==> src/design/assert_macros.svh <==
// Assertion macros shared by the liveness sweeper RTL
`ifndef ASSERT_MACROS_SVH
`define ASSERT_MACROS_SVH

`ifndef NO_ASSERTIONS
`define HBLS_ASSERT(lbl, clk, rst_n, cond) \
    lbl: assert property (@(posedge clk) disable iff (!rst_n) (cond)) \
        else $error("liveness sweeper check failed");
`define HBLS_ASSERT_IMP(lbl, clk, rst_n, ante, cons) \
    lbl: assert property (@(posedge clk) disable iff (!rst_n) (ante) |-> (cons)) \
        else $error("liveness sweeper check failed");
`define HBLS_ASSERT_NEXT(lbl, clk, rst_n, ante, cons) \
    lbl: assert property (@(posedge clk) disable iff (!rst_n) (ante) |=> (cons)) \
        else $error("liveness sweeper check failed");
`else
`define HBLS_ASSERT(lbl, clk, rst_n, cond)
`define HBLS_ASSERT_IMP(lbl, clk, rst_n, ante, cons)
`define HBLS_ASSERT_NEXT(lbl, clk, rst_n, ante, cons)
`endif

`endif

==> src/design/hbls_pkg.sv <==
// Types and constants for the heartbeat liveness sweeper
`timescale 1ns / 1ps

package hbls_pkg;

    localparam int SOCKETS_DEF = 64;
    localparam int ID_W        = 6;
    localparam int REQ_W       = 3;
    localparam int TICK_W      = 16;

    localparam logic [TICK_W-1:0] TIMEOUT_RST = 16'd10;

    localparam logic [REQ_W-1:0] REQ_TICK   = 3'd0;
    localparam logic [REQ_W-1:0] REQ_ADD    = 3'd1;
    localparam logic [REQ_W-1:0] REQ_REMOVE = 3'd2;
    localparam logic [REQ_W-1:0] REQ_HB     = 3'd3;
    localparam logic [REQ_W-1:0] REQ_CLEAR  = 3'd4;

    typedef enum logic [1:0] {
        ST_IDLE,
        ST_SWEEP,
        ST_FLUSH
    } st_t;

    // broadcast from the controller to every session cell
    typedef struct packed {
        logic clear;
        logic add;
        logic remove;
        logic hb;
        logic reload;
    } cell_cmd_t;

endpackage

==> src/design/hbls_cell.sv <==
// One session cell: member and awaiting bits plus the sweep token stage
`timescale 1ns / 1ps

module hbls_cell (
    input  logic               clk,
    input  logic               rst_n,
    input  hbls_pkg::cell_cmd_t cmd,
    input  logic               sel,
    input  logic               token_in,
    output logic               token_out,
    output logic               drop
);

    logic member_reg;
    logic member_next;
    logic await_reg;
    logic await_next;
    logic token_reg;

    assign drop      = token_reg & member_reg & await_reg;
    assign token_out = token_reg;

    always_comb
    begin
        member_next = member_reg;
        await_next  = await_reg;
        if (cmd.clear)
        begin
            member_next = 1'b0;
            await_next  = 1'b0;
        end
        else if (cmd.reload)
        begin
            await_next = member_reg;
        end
        else if (sel && cmd.add)
        begin
            member_next = 1'b1;
        end
        else if (sel && cmd.remove)
        begin
            member_next = 1'b0;
            await_next  = 1'b0;
        end
        else if (sel && cmd.hb)
        begin
            await_next = 1'b0;
        end
        else if (drop)
        begin
            // drop the session as the token passes
            member_next = 1'b0;
        end
    end

    always_ff @(posedge clk or negedge rst_n)
    begin
        if (!rst_n)
        begin
            member_reg <= 1'b0;
            await_reg  <= 1'b0;
            token_reg  <= 1'b0;
        end
        else
        begin
            member_reg <= member_next;
            await_reg  <= await_next;
            token_reg  <= token_in;
        end
    end

endmodule

==> src/design/hbls_ctrl.sv <==
// Sweeper control: request decode, tick counter, sweep sequencing and result words
`timescale 1ns / 1ps

module hbls_ctrl #(
    parameter int SOCKETS = hbls_pkg::SOCKETS_DEF
) (
    input  logic                        clk,
    input  logic                        rst_n,
    input  logic                        start,
    input  logic [hbls_pkg::REQ_W-1:0]  req_type,
    input  logic                        cfg_we,
    input  logic [hbls_pkg::TICK_W-1:0] cfg_wdata,
    input  logic                        drop_any,
    input  logic                        sweep_end,
    output logic                        busy,
    output logic                        launch,
    output hbls_pkg::cell_cmd_t         cmd,
    output logic                        result_valid,
    output logic [hbls_pkg::ID_W-1:0]   dropped_socket,
    output logic                        last
);

    localparam int IDX_W = (SOCKETS > 1) ? $clog2(SOCKETS) : 1;

    hbls_pkg::st_t state_reg;
    hbls_pkg::st_t state_next;

    logic [hbls_pkg::TICK_W-1:0] timeout_reg;
    logic [hbls_pkg::TICK_W-1:0] tick_reg;
    logic [hbls_pkg::TICK_W:0]   tick_inc;
    logic [IDX_W-1:0]            idx_reg;
    logic                        pend_valid_reg;
    logic [hbls_pkg::ID_W-1:0]   pend_id_reg;
    logic                        result_valid_reg;
    logic [hbls_pkg::ID_W-1:0]   dropped_reg;
    logic                        last_reg;
    logic                        accept;
    logic                        is_tick;

    assign tick_inc = {1'b0, tick_reg} + {{hbls_pkg::TICK_W{1'b0}}, 1'b1};

    always_comb
    begin
        state_next = state_reg;
        unique case (state_reg)
            hbls_pkg::ST_IDLE:
            begin
                if (launch)
                    state_next = hbls_pkg::ST_SWEEP;
            end
            hbls_pkg::ST_SWEEP:
            begin
                if (sweep_end)
                    state_next = hbls_pkg::ST_FLUSH;
            end
            hbls_pkg::ST_FLUSH:
            begin
                state_next = hbls_pkg::ST_IDLE;
            end
            default:
            begin
                state_next = hbls_pkg::ST_IDLE;
            end
        endcase
    end

    always_comb
    begin
        busy    = (state_reg != hbls_pkg::ST_IDLE);
        accept  = start & ~busy;
        is_tick = 1'b0;
        cmd     = '0;
        if (accept)
        begin
            unique case (req_type)
                hbls_pkg::REQ_TICK:   is_tick    = 1'b1;
                hbls_pkg::REQ_ADD:    cmd.add    = 1'b1;
                hbls_pkg::REQ_REMOVE: cmd.remove = 1'b1;
                hbls_pkg::REQ_HB:     cmd.hb     = 1'b1;
                hbls_pkg::REQ_CLEAR:  cmd.clear  = 1'b1;
                default:              cmd        = '0;
            endcase
        end
        cmd.reload = (state_reg == hbls_pkg::ST_FLUSH);
        launch     = is_tick && (tick_inc > {1'b0, timeout_reg});
    end

    always_ff @(posedge clk or negedge rst_n)
    begin
        if (!rst_n)
        begin
            state_reg        <= hbls_pkg::ST_IDLE;
            timeout_reg      <= hbls_pkg::TIMEOUT_RST;
            tick_reg         <= '0;
            idx_reg          <= '0;
            pend_valid_reg   <= 1'b0;
            result_valid_reg <= 1'b0;
        end
        else
        begin
            state_reg        <= state_next;
            result_valid_reg <= 1'b0;
            if (cfg_we)
                timeout_reg <= cfg_wdata;
            if (is_tick)
                tick_reg <= launch ? '0 : tick_inc[hbls_pkg::TICK_W-1:0];
            if (launch)
                idx_reg <= '0;
            else if (state_reg == hbls_pkg::ST_SWEEP)
                idx_reg <= idx_reg + IDX_W'(1);
            // hold one found session back so the final word can carry last
            if (state_reg == hbls_pkg::ST_SWEEP && drop_any)
            begin
                pend_valid_reg   <= 1'b1;
                result_valid_reg <= pend_valid_reg;
            end
            else if (state_reg == hbls_pkg::ST_FLUSH)
            begin
                pend_valid_reg   <= 1'b0;
                result_valid_reg <= pend_valid_reg;
            end
        end
    end

    always_ff @(posedge clk)
    begin
        if (state_reg == hbls_pkg::ST_SWEEP && drop_any)
        begin
            pend_id_reg <= hbls_pkg::ID_W'(idx_reg);
            dropped_reg <= pend_id_reg;
            last_reg    <= 1'b0;
        end
        else if (state_reg == hbls_pkg::ST_FLUSH)
        begin
            dropped_reg <= pend_id_reg;
            last_reg    <= 1'b1;
        end
    end

    assign result_valid   = result_valid_reg;
    assign dropped_socket = dropped_reg;
    assign last           = last_reg;

endmodule

==> src/design/heartbeat_liveness_sweeper.sv <==
// Top level of the heartbeat liveness sweeper
`timescale 1ns / 1ps
`include "assert_macros.svh"

// Liveness monitor for SOCKETS sessions. A request word is taken when start is
// high and busy is low. Add, remove, heartbeat, clear and ticks that do not
// reach the timeout leave busy low. A tick that pushes the count past
// timeout_ticks starts a sweep: a token walks the chain of session cells, one
// cell per cycle, and busy is high through the sweep and the flush after it.
// Each dropped session is reported as one word on result_valid, lowest index
// first; the word for the final dropped session, marked by last, appears in
// the same cycle that busy falls. Results cannot be stalled: sample every
// cycle in which result_valid is high. The user must write timeout_ticks
// through cfg_we and cfg_wdata while the block is idle, which is not enforced.
module heartbeat_liveness_sweeper #(
    parameter int SOCKETS = hbls_pkg::SOCKETS_DEF
) (
    input  logic                        clk,
    input  logic                        rst_n,
    input  logic                        start,
    output logic                        busy,
    input  logic [hbls_pkg::REQ_W-1:0]  req_type,
    input  logic [hbls_pkg::ID_W-1:0]   socket_id,
    input  logic                        cfg_we,
    input  logic [hbls_pkg::TICK_W-1:0] cfg_wdata,
    output logic                        result_valid,
    output logic [hbls_pkg::ID_W-1:0]   dropped_socket,
    output logic                        last
);

    hbls_pkg::cell_cmd_t cmd;
    logic                launch;
    logic [SOCKETS:0]    token;
    logic [SOCKETS-1:0]  drop;

    assign token[0] = launch;

    hbls_ctrl #(
        .SOCKETS (SOCKETS)
    ) u_ctrl (
        .clk            (clk),
        .rst_n          (rst_n),
        .start          (start),
        .req_type       (req_type),
        .cfg_we         (cfg_we),
        .cfg_wdata      (cfg_wdata),
        .drop_any       (|drop),
        .sweep_end      (token[SOCKETS]),
        .busy           (busy),
        .launch         (launch),
        .cmd            (cmd),
        .result_valid   (result_valid),
        .dropped_socket (dropped_socket),
        .last           (last)
    );

    for (genvar i = 0; i < SOCKETS; i++)
    begin : g_cell
        hbls_cell u_cell (
            .clk       (clk),
            .rst_n     (rst_n),
            .cmd       (cmd),
            .sel       (socket_id == hbls_pkg::ID_W'(i)),
            .token_in  (token[i]),
            .token_out (token[i+1]),
            .drop      (drop[i])
        );
    end

    `HBLS_ASSERT(a_single_token, clk, rst_n, $onehot0(token))
    `HBLS_ASSERT_IMP(a_one_drop, clk, rst_n, |drop, $onehot(drop))
    `HBLS_ASSERT_NEXT(a_launch_busy, clk, rst_n, launch, busy)
    `HBLS_ASSERT_IMP(a_last_after_sweep, clk, rst_n, result_valid && last, !busy)

endmodule
==> config.mk <==
export PLATFORM = sky130hd
export DESIGN_NAME = heartbeat_liveness_sweeper
export DESIGN_NICKNAME = d
export VERILOG_FILES = /design/src/design/hbls_pkg.sv /design/src/design/hbls_cell.sv /design/src/design/hbls_ctrl.sv /design/src/design/heartbeat_liveness_sweeper.sv
export VERILOG_INCLUDE_DIRS = /design/src /design/src/design
export SDC_FILE = /design/constraint.sdc
export NUM_CORES = 1
export LEC_CHECK = 0
export CAP_MARGIN = 20
export CORE_MARGIN = 4
export CORE_UTILIZATION = 45
export CTS_CLUSTER_DIAMETER = 40
export DETAILED_ROUTE_END_ITERATION = 8
export DONT_BUFFER_PORTS = 1
export PLACE_DENSITY = 0.62
export SLEW_MARGIN = 10
export SYNTH_ARGS = -nofsm -noshare
export SYNTH_HDL_FRONTEND = slang
export SYNTH_SLANG_ARGS = --single-unit
==> constraint.sdc <==
create_clock -name clk -period 3.1 [get_ports clk]
set_input_delay 0.31 -clock clk [delete_from_list [all_inputs] [get_ports clk]]
set_output_delay 0.31 -clock clk [all_outputs]
set_load 0.01 [all_outputs]
# Word level (Yosys, flattened, before mapping)
# Index checks and enable logic that the tools add are counted.
[op_classes]
add_sub_neg = 2
order_cmp = 1
eq_ne = 200
n_mux = 723
n_bitwise = 130
n_reduce_logical = 458
[ops]
columns = ["operator", "count"]
rows = [
  ["$mux 1", 714],
  ["$reduce_bool 4->1", 128],
  ["$ne 4x2->1 const B", 64],
  ["$logic_and 1x1->1", 194],
  ["$eq 6x6->1 const B", 32],
  ["$ne 3x3->1 const B", 64],
  ["$reduce_and 3->1", 64],
  ["$reduce_and 2->1", 65],
  ["$and 1x1->1", 129],
  ["$eq 6x5->1 const B", 16],
  ["$reduce_or 64->1", 1],
  ["$eq 6x4->1 const B", 8],
  ["$eq 6x3->1 const B", 4],
  ["$mux 6", 4],
  ["$add 16x1->17 const B", 1],
  ["$gt 17x16->1", 1],
  ["$mux 16", 1],
  ["$eq 6x2->1 const B", 2],
  ["$add 6x1->6 const B", 1],
  ["$eq 3x2->1 const B", 2],
  ["$eq 6x1->1 const B", 1],
  ["$logic_not 6->1", 1],
  ["$ne 2x1->1 const B", 3],
  ["$reduce_bool 2->1", 3],
  ["other kinds (10)", 11],
]
[word_totals]
regBits = 247
input_bits = 29
word_cells = 1715

# Depth between registers and ports, before layout
# Gate-level depths: netlist (run 1).
[logic_depth]
depth_word = 10
ltp_mapped = 15

# Cells and area by module
# A second synthesis (run 1) with hierarchy kept.
[unflattened]
cells_unflattened = 1480
area_unflattened_um2 = 13366.6
[by_module_without_submodules]
columns = ["mod", "n_inst", "cells_each", "area_each_um2", "seq_area_each_um2"]
rows = [
  ["hbls_cell", 64, 17, 156.4, 75.1],
  ["hbls_ctrl", 1, 274, 2826.5, 1433.9],
  ["heartbeat_liveness_sweeper", 1, 118, 530.5, 0.0],
]

# Worst setup path after synthesis (run 1)
# Ideal clock, no wire load.
[synth_timing]
path_kind = "reg2reg"
start = "register u_ctrl.tick_reg[0] (netlist bit)"
end = "register u_ctrl.tick_reg[7] (netlist bit)"
setup_ns = 0.124
arrival_ns = 3.238
t_required_ns = 2.976
path_slack_ns = -0.262
stages_incl_launch_ff = 16
n_path_buf = 2
cell_sequence = "dfrtp_1 -> ha_1 -> buf_2 -> nand3_1 -> nor3_2 -> nand3_1 -> xnor2_1 -> ha_1 -> and4_1 -> nand4_1 -> a21o_1 -> or4b_1 -> clkbuf_1 -> a21bo_4 -> o21ai_1 -> o2bb2ai_1"
[synth_between]
elab_chain_cells = 4
[synth_lines]
columns = ["item", "line_no", "source"]
rows = [
  ["start: declaration", "hbls_ctrl.sv:29", "logic [hbls_pkg::TICK_W-1:0] tick_reg;"],
  ["start signal: assignment", "hbls_ctrl.sv:106", "tick_reg <= launch ? '0 : tick_inc[hbls_pkg::TICK_W-1:0];"],
  ["$add 16x1->17 (*)", "hbls_ctrl.sv:40", "assign tick_inc = {1'b0, tick_reg} + {{hbls_pkg::TICK_W{1'b0}}, 1'b1};"],
  ["$gt 17x16->1", "hbls_ctrl.sv:85", "launch = is_tick && (tick_inc > {1'b0, timeout_reg});"],
  ["$logic_and 1x1->1", "hbls_ctrl.sv:85", ""],
  ["$mux 16 (*)", "hbls_ctrl.sv:106", ""],
]
# Every way passes the cells marked *; elsewhere a longest branch is shown, timed or not.
# A chain may end at the register's enable or synchronous reset.

# Final worst setup path (run 1)
[layout_timing]
start = "register u_ctrl.tick_reg[3] (netlist bit)"
end = "register u_ctrl.tick_reg[7] (netlist bit)"
# Same word-level chain as after synthesis.

==> results of run 1 <==
## cell families after synthesis
| logic type | Yosys count | synth area share [%] |
|---|---|---|
| flip-flops | 247 | 55.4 |
| buffers and inverters | 97 | 3.30 |
| multiplexers | 16 | 1.43 |
| AO/OA/AOI/OAI | 290 | 16.5 |
| adder cells (fa/ha/maj) | 18 | 2.00 |
| AND/OR/NAND/NOR | 485 | 19.9 |
| XOR/XNOR | 19 | 1.48 |
## area by class of cell
type | count | area [µm²]
Fill cell | 2075 | 10700
Tap cell | 324 | 405
Inverter | 20 | 75.1
Timing Repair Buffer | 91 | 807
Clock inverter | 24 | 293
Clock buffer | 50 | 1110
Multi-Input combinational cell | 828 | 4850
Sequential cell | 247 | 6240
## worst min-delay path by stage
stage / endpoint / slack (ps) / cells past startpoint
floorplan: g_cell[0].u_cell.await_reg / 10 / 0
global placement: g_cell[45].u_cell.token_out / 30 / 0
detailed placement: g_cell[40].u_cell.await_reg / 30 / 0
CTS: g_cell[11].u_cell.token_out / -510 / 0
global route: g_cell[44].u_cell.token_out / -520 / 0
finish: g_cell[40].u_cell.await_reg / -490 / 0
## timing repair
action,4_1_cts,5_1_grt
pin swaps,4,21
resized for setup,5,37
endpoints found under the setup margin,14,24
hold endpoints to repair,250,234
setup buffers,9,7
## worst max-delay path: cells and delay by family (launching register included)
kind | cells | cell delay [ps]
and+or+nand+nor | 7 | 1660
AOI/OAI and AO/OA | 4 | 550
buffers and inverters | 2 | 350
DFF | 1 | 340
adders and majority gates | 1 | 150
## metal layers
metal / global-route usage, % / up-vias / routed length (µm)
met2: 33.9 / 295 / 14400
met4: 5.60 / 0 / 610
met3: 4.67 / 45 / 2110
met1: 32.9 / 4623 / 14200
li1: - / 4351 / -
met5: 0 / - / 0
## metrics by stage
stage                     cell area [µm²]  worst slack, ps
after floorplan                     11300            -48.6
after global placement              11900            -99.6
after detailed placement            11900             -141
after CTS                           13600             7.32
after global routing                13800             -217
final                               13800            -55.4
## cells in the final DEF, fill, tap and decap left out, types with 12 or more instances in the layout
master           n
nand4_1         29
nor2_1          72
a21oi_1         45
inv_1           20
nand3_1        130
nand2_1        193
a32o_1          55
o21ai_0        134
buf_4           64
clkbuf_16       41
dlygate4sd3_1   17
edfxtp_1        12
ha_1            17
dfrtp_1        232
mux2i_1         15
## power by group through the flow
stage / Sequential, mW / Clock [mW] / Combinational (mW)
CTS: 3.52 / 4.70 / 0.490
global route: 3.55 / 4.85 / 0.590
detailed placement: 3.57 / 0 / 0.455
floorplan: 3.56 / 0 / 0.328
global placement: 3.57 / 0 / 0.443
finish: 3.53 / 4.61 / 0.521
==> results.yml, run 1 <==
setup_path:
  rr_endpoint: "u_ctrl.tick_reg[7]"
  r2r.worst_path.cells: 14
  cp_slowest_stage_delay_ps: 540
  worst_ep_required_time_ps: 3490
  r2r_slack_ps: -60
  endpoint: "u_ctrl.tick_reg[7]"
  crit_slowest_cell: "or4b_4"
  crit_fanout: 7
  critPathLaunch: "u_ctrl.tick_reg[3]"
  cp-end-kind: "flop"
  crit_arrival_ps: 3550
  path_cells: "and4_1 > nand4_1 > buf_4 > or2_2 > nand2_1 > ha_1 > nand4_1 > nor3_2 > a2111oi_2 > buf_4 > or4b_4 > a21bo_4 > o21ai_2 > o2bb2ai_1"
  crit_type: "reg2reg"
  cp-start-kind: "flop"
  r2r-start: "u_ctrl.tick_reg[3]"
synthesis:
  syn_area_um2: 11300
  ys_top_cells_by_count: "dfrtp_1 (232), nand2_1 (195), o21ai_0 (140)"
  synth_sequential_area_ratio_pct: 55.4
  syn_inst: 1172
  synthArstFlopShare_pct: 94.7
  synth_seq_cells: 247
  synth_fp_nets: 1219
  yosysWarnings: 0
  synth_top_cells_by_area: "dfrtp_1 (52%), nand2_1 (6.5%), o21ai_0 (6.2%)"
  yosys.cell_types.count: 50
  syn_avg_cell_area_um2: 9.60
  yosysTopAreaCell: "dfrtp_1"
  yosysMostFrequentCell: "dfrtp_1"
  synth_top_area_share_pct: 51.6
  synth_edf_count: 12
  synthFlopType: "dfrtp_1"
die:
  io_pins: 38
  dieArea_um2: 27600
  start_util_pct: 46.0
  fp.dieW_um: 166
  die_h_um: 166
  num_rows: 57
  core_area_um2: 24500
placed_design:
  io_buffers: 0
  placed_cells: 1478
  dp_hpwl_mm: 19.2
  place.gp.congestion: 0.861
drt:
  wl_per_cell_um: 19.8
  drt_wl_total_mm: 31.3
  ant_nets: 0
  drc_errors: 0
  num_vias: 9314
  vias_per_cell: 5.88
  drt_iter0_drc: 880
  drt_first_pass_iters: 5
power_and_ir_drop:
  combPwrFrac_pct: 6.0
  p_leak_nw: 6.19
  p_int_mw: 6.70
  peakVddDrop_mv: 0.504
  sequentialPowerShare_pct: 40.7
  netSwitchingFraction_pct: 22.7
  p_switching_mw: 1.96
  cellPowerDensity_nw_per_um2: 629
  p_clk_share_pct: 53.3
  finalPower_mw: 8.66
global_route:
  grtUsageTotal_pct: 22.3
  grt_max_degree: 235
  antenna_found_initial: 0
  grt_pass1_wl_mm: 50.1
  first_global_vias: 8863
  grt_overflow: 0
cells_and_area:
  synthToLayoutAreaGrowth_pct: 22.4
  diodes: 0
  finalNonFillerCells: 1584
  fin_util_pct: 56.3
  nets: 1275
  drive_gt1_share_pct: 14.5
run:
  drv_cap: 0
status:
  status: "finished, violations left"
  violations: "negative hold slack, negative setup slack"
sta:
  worst_pin_slew_ps: 925
  setup_violations: 10
  fin_crit_sh_pct: 102
  skew_ps: 16.9
  finalHoldViolCount: 232
  fin_ws_ps: -55.4
  hold_slack_ps: -487
  period_needed_ps: 3160
  tns_ps: -310
  slew_violations: 0
  rsz0062_at_grt: "yes"
  fmax_ghz: 0.317
  timing.slew.headroom_pct: 38.1
cts:
  cts_root_buf: "clkbuf_16"
  numCtsBuffers: 40
  cts_hold_buf: 17
  htreeDepth: 2
  cts.sinks: 247
  cts_tree: "yes"
  clk_path_buf_depth: 3
  clkTransAtPathRegs_ps: 50
  clock_latency_ps: 520
hold_path:
  hp-class: "in2async"
Power figures use the tool's default switching activity.
==> run 2: changes to the inputs <==
--- a/config.mk
+++ b/config.mk
@@ -7,7 +7,7 @@
 export NUM_CORES = 1
 export LEC_CHECK = 0
 export CAP_MARGIN = 20
-export CORE_MARGIN = 4
+export CORE_MARGIN = 2
 export CORE_UTILIZATION = 45
 export CTS_CLUSTER_DIAMETER = 40
 export DETAILED_ROUTE_END_ITERATION = 8
==> results.yml, run 2 (synthesis gave the netlist of run 1 again) <==
status:
  status: "finished, violations left"
  violations: "negative hold slack, negative setup slack"
power_and_ir_drop:
  p_leak_nw: 6.13
  peakVddDrop_mv: 0.585
  finalPower_mw: 8.67
  cellPowerDensity_nw_per_um2: 636
drt:
  wl_per_cell_um: 19.8
  drt_wl_total_mm: 31.3
  drt_iter0_drc: 975
  ant_nets: 0
  drt_first_pass_iters: 7
  drc_errors: 0
  vias_per_cell: 5.84
  num_vias: 9219
die:
  dieArea_um2: 26300
  die_h_um: 162
  core_area_um2: 24500
  start_util_pct: 46.0
  io_pins: 38
  num_rows: 57
  fp.dieW_um: 162
placed_design:
  io_buffers: 0
  place_ws_ps: -167
  placed_cells: 1484
  place.gp.congestion: 0.862
  dp_hpwl_mm: 19.5
sta:
  period_needed_ps: 3180
  setup_violations: 12
  finalHoldViolCount: 234
  fin_ws_ps: -84.5
  fin_crit_sh_pct: 103
  worst_pin_slew_ps: 968
  hold_slack_ps: -506
  skew_ps: 9.90
  rsz0062_at_grt: "yes"
  slew_violations: 0
  timing.slew.headroom_pct: 35.3
  fmax_ghz: 0.314
  tns_ps: -310
setup_path:
  r2r_slack_ps: -80
  critPathTopFamily: "simple AND/OR/NAND/NOR gates"
  worst_ep_required_time_ps: 3520
  critPathLaunch: "u_ctrl.tick_reg[3]"
  cp_num_cells: 13
  crit_arrival_ps: 3610
  endpoint: "u_ctrl.tick_reg[6]"
  path_buf_inv: 0
  r2r-start: "u_ctrl.tick_reg[3]"
  crit_slowest_cell: "dfrtp_1"
  cp_slowest_stage_delay_ps: 370
  r2r.worst_path.cells: 13
  cp-end-kind: "flop"
  path_cells: "and4_1 > nand4_1 > nor2_2 > nand2_1 > xnor2_2 > ha_1 > and4_1 > nand4_1 > a21o_1 > or2_2 > a21oi_1 > nand2_1 > o31ai_1"
  rr_endpoint: "u_ctrl.tick_reg[6]"
  cp-start-kind: "flop"
  crit_fanout: 6
  crit_type: "reg2reg"
global_route:
  antenna_found_initial: 0
  grt_overflow: 0
  grt_pass1_wl_mm: 50.3
  grt_max_degree: 235
  first_global_vias: 9010
  grtUsageTotal_pct: 24.2
cts:
  cts_root_buf: "clkbuf_16"
  clock_latency_ps: 520
  clkTransAtPathRegs_ps: 60
  cts.sinks: 247
  htreeDepth: 2
  cts_hold_buf: 18
  numCtsBuffers: 39
  clk_path_buf_depth: 3
  cts_tree: "yes"
cells_and_area:
  diodes: 0
  multi_input_area_um2: 4740
  fillCellCount: 2117
  drive_gt1_share_pct: 13.5
  seq_area_um2: 6240
  nets: 1270
  synthToLayoutAreaGrowth_pct: 21.2
  mostFrequentLayoutCells: "dfrtp_1 (232), nand2_1 (195), o21ai_0 (140)"
  layout_commonest_cell: "dfrtp_1"
  fin_util_pct: 55.8
  finalNonFillerCells: 1578
hold_path:
  hp-class: "in2async"
run:
  drv_cap: 0
-- run 2: area by class of cell --
cell class / instances / share of cell area, %
well taps: 324 / 2.97
multi-input cells: 828 / 34.8
inverters: 20 / 0.550
clock buffers: 46 / 8.11
flip-flops and latches: 247 / 45.7
repair buffers: 87 / 5.58
clock inverters: 26 / 2.26
-- run 2: worst min-delay path by stage --
stage	start	endpoint	slack, ps	cells after the start
final	rst_n	g_cell[41].u_cell.member_reg	-510	0
after global placement	rst_n	g_cell[41].u_cell.await_reg	30	0
after detailed placement	rst_n	g_cell[41].u_cell.member_reg	30	0
after global routing	rst_n	g_cell[41].u_cell.member_reg	-520	0
after CTS	rst_n	g_cell[41].u_cell.await_reg	-520	0
after floorplan	rst_n	g_cell[0].u_cell.await_reg	10	0
-- run 2: what timing repair did --
item	CTS	global route
pin swaps	3	7
buffers inserted	1	3
cloned	0	0
hold endpoints to repair	253	234
resized for setup	6	5
setup endpoints to repair	24	24
-- run 2: through the flow --
step                hold slack, ps  instance area, µm²
floorplan                     14.4               11300
global placement              26.9               12000
detailed placement            29.0               12000
CTS                           -516               13600
global route                  -522               13600
finish                        -506               13600
-- run 2: power by group --
group	internal (mW)	switching (mW)	leakage [nW]	total [mW]
clock network	2.94	1.69	0.691	4.63
registers	3.41	0.121	3.31	3.53
logic	0.240	0.272	2.12	0.513
total	6.59	2.08	6.13	8.67
-- run 2: layer usage --
| layer | share of wire, % | track usage (%) | vias to the layer above |
|---|---|---|---|
| met5 | 0 | 0 | - |
| met2 | 45 | 37.4 | 269 |
| met1 | 46 | 35.0 | 4567 |
| met3 | 6.4 | 4.62 | 51 |
| li1 | - | - | 4332 |
| met4 | 2.4 | 7.04 | 0 |
==> run 3: changes to the inputs <==
--- a/config.mk
+++ b/config.mk
@@ -7,12 +7,15 @@
 export NUM_CORES = 1
 export LEC_CHECK = 0
 export CAP_MARGIN = 20
+export CELL_PAD_IN_SITES_DETAIL_PLACEMENT = 1
+export CELL_PAD_IN_SITES_GLOBAL_PLACEMENT = 1
 export CORE_MARGIN = 2
 export CORE_UTILIZATION = 45
 export CTS_CLUSTER_DIAMETER = 40
 export DETAILED_ROUTE_END_ITERATION = 8
 export DONT_BUFFER_PORTS = 1
-export PLACE_DENSITY = 0.62
+export MAX_ROUTING_LAYER = met4
+export PLACE_DENSITY = 0.86
 export SLEW_MARGIN = 10
 export SYNTH_ARGS = -nofsm -noshare
 export SYNTH_HDL_FRONTEND = slang
==> results.yml, run 3 (synthesis gave the netlist of run 1 again) <==
cells_and_area:
  diodes: 0
  drive_gt1_share_pct: 14.7
  final_area_um2: 13600
  layout_commonest_cell: "dfrtp_1"
  fillCellCount: 2617
  finalNonFillerCells: 1559
  fin_util_pct: 55.7
  mostFrequentLayoutCells: "dfrtp_1 (228), nand2_1 (193), o21ai_0 (137)"
  synthToLayoutAreaGrowth_pct: 21.1
  nets: 1254
sta:
  finalHoldViolCount: 234
  worst_pin_slew_ps: 1070
  period_needed_ps: 3620
  hold_slack_ps: -511
  tns_ps: -7240
  fin_ws_ps: -524
  fmax_ghz: 0.276
  setup_violations: 24
  rsz0062_at_grt: "yes"
  slew_violations: 0
  skew_ps: 38.9
  timing.slew.headroom_pct: 28.4
  fin_crit_sh_pct: 117
drt:
  wl_per_cell_um: 26.6
  num_vias: 10200
  drt_iter0_drc: 966
  ant_nets: 0
  vias_per_cell: 6.54
  drt_first_pass_iters: 5
  drc_errors: 0
  drt_wl_total_mm: 41.5
setup_path:
  crit_arrival_ps: 3990
  crit_fanout: 4
  rr_endpoint: "u_ctrl.tick_reg[6]"
  worst_ep_required_time_ps: 3470
  cp-end-kind: "flop"
  r2r_slack_ps: -520
  crit_type: "reg2reg"
  critPathLaunch: "u_ctrl.tick_reg[3]"
  cp-start-kind: "flop"
  endpoint: "u_ctrl.tick_reg[6]"
  r2r-start: "u_ctrl.tick_reg[3]"
  r2r.worst_path.cells: 15
placed_design:
  dp_hpwl_mm: 21.7
  placed_cells: 1467
  io_buffers: 0
  place_ws_ps: -120
  dpl-instance-area_um2: 11800
  place.gp.congestion: 0.857
cts:
  clock_latency_ps: 530
  clkTransAtPathRegs_ps: 60
  cts_root_buf: "clkbuf_16"
  cts_tree: "yes"
  cts_hold_buf: 17
  clk_path_buf_depth: 3
  cts.sinks: 247
  numCtsBuffers: 37
  htreeDepth: 2
die:
  io_pins: 38
  dieArea_um2: 26300
  die_h_um: 162
  fp.dieW_um: 162
  num_rows: 57
  core_area_um2: 24500
  start_util_pct: 46.0
run:
  drv_cap: 0
global_route:
  grt_pass1_wl_mm: 63.4
  antenna_found_initial: 0
  grt_max_degree: 235
  grt_overflow: 0
  grtUsageTotal_pct: 31.9
  first_global_vias: 11300
power_and_ir_drop:
  peakVddDrop_mv: 0.513
  cellPowerDensity_nw_per_um2: 639
  p_leak_nw: 6.05
status:
  status: "finished, violations left"
  violations: "negative hold slack, negative setup slack"
hold_path:
  hp-class: "in2async"
==> run 3: layout make-up <==
class / count / area [µm²] / share of cell area [%]
flip-flops and latches: 247 / 6240 / 45.8
multi-input cells: 828 / 4920 / 36.1
well taps: 324 / 405 / 2.97
inverters: 20 / 75.1 / 0.551
repair buffers: 73 / 651 / 4.77
clock inverters: 25 / 325 / 2.39
clock buffers: 42 / 1010 / 7.38
==> run 3: worst min path at each step <==
stage	start	to	cells past startpoint
after floorplan	rst_n	g_cell[0].u_cell.await_reg	0
after global routing	rst_n	g_cell[44].u_cell.member_reg	0
final	rst_n	g_cell[31].u_cell.await_reg	0
after global placement	rst_n	g_cell[32].u_cell.token_out	0
after detailed placement	rst_n	g_cell[31].u_cell.await_reg	0
after CTS	rst_n	g_cell[0].u_cell.member_reg	0
==> run 3: power breakdown <==
| part | internal [mW] | total, mW | switching, mW |
|---|---|---|---|
| Clock | 2.86 | 4.54 | 1.68 |
| Sequential | 3.41 | 3.56 | 0.151 |
| Combinational | 0.246 | 0.606 | 0.360 |
==> run 3: worst max-delay path, stage by stage (launching register included) <==
cell and delay, ps:
dfrtp_1 410, and4_4 260, nand4_1 130, buf_6 160, nor2_4 140, buf_6 130
nand4_1 150, xnor2_2 180, ha_1 320, nand4_1 210, a21o_1 260, buf_4 150
nor2_2 230, nor3b_1 130, o31ai_1 430, o31ai_2 190
==> run 3: repair_timing <==
item                                    4_1_cts  5_1_grt
hold endpoints to repair                    250      234
resized for setup                            24       37
pin swaps                                    18       11
buffers inserted                              3        5
endpoints found under the setup margin       24       24
==> run 3: stage by stage <==
stage	power, mW	hold WS, ps
floorplan	3.88	14.4
global placement	4.00	22.1
detailed placement	4.04	21.3
CTS	8.58	-525
global route	8.93	-522
finish	8.71	-511
==> run 3: metal layers <==
metal	vias to the layer above	track usage [%]	wire length, µm
li1	4284	-	-
met1	5231	36.4	15500
met2	485	52.3	20500
met3	198	6.08	2770
met4	0	19.3	2790
met5	-	-	0
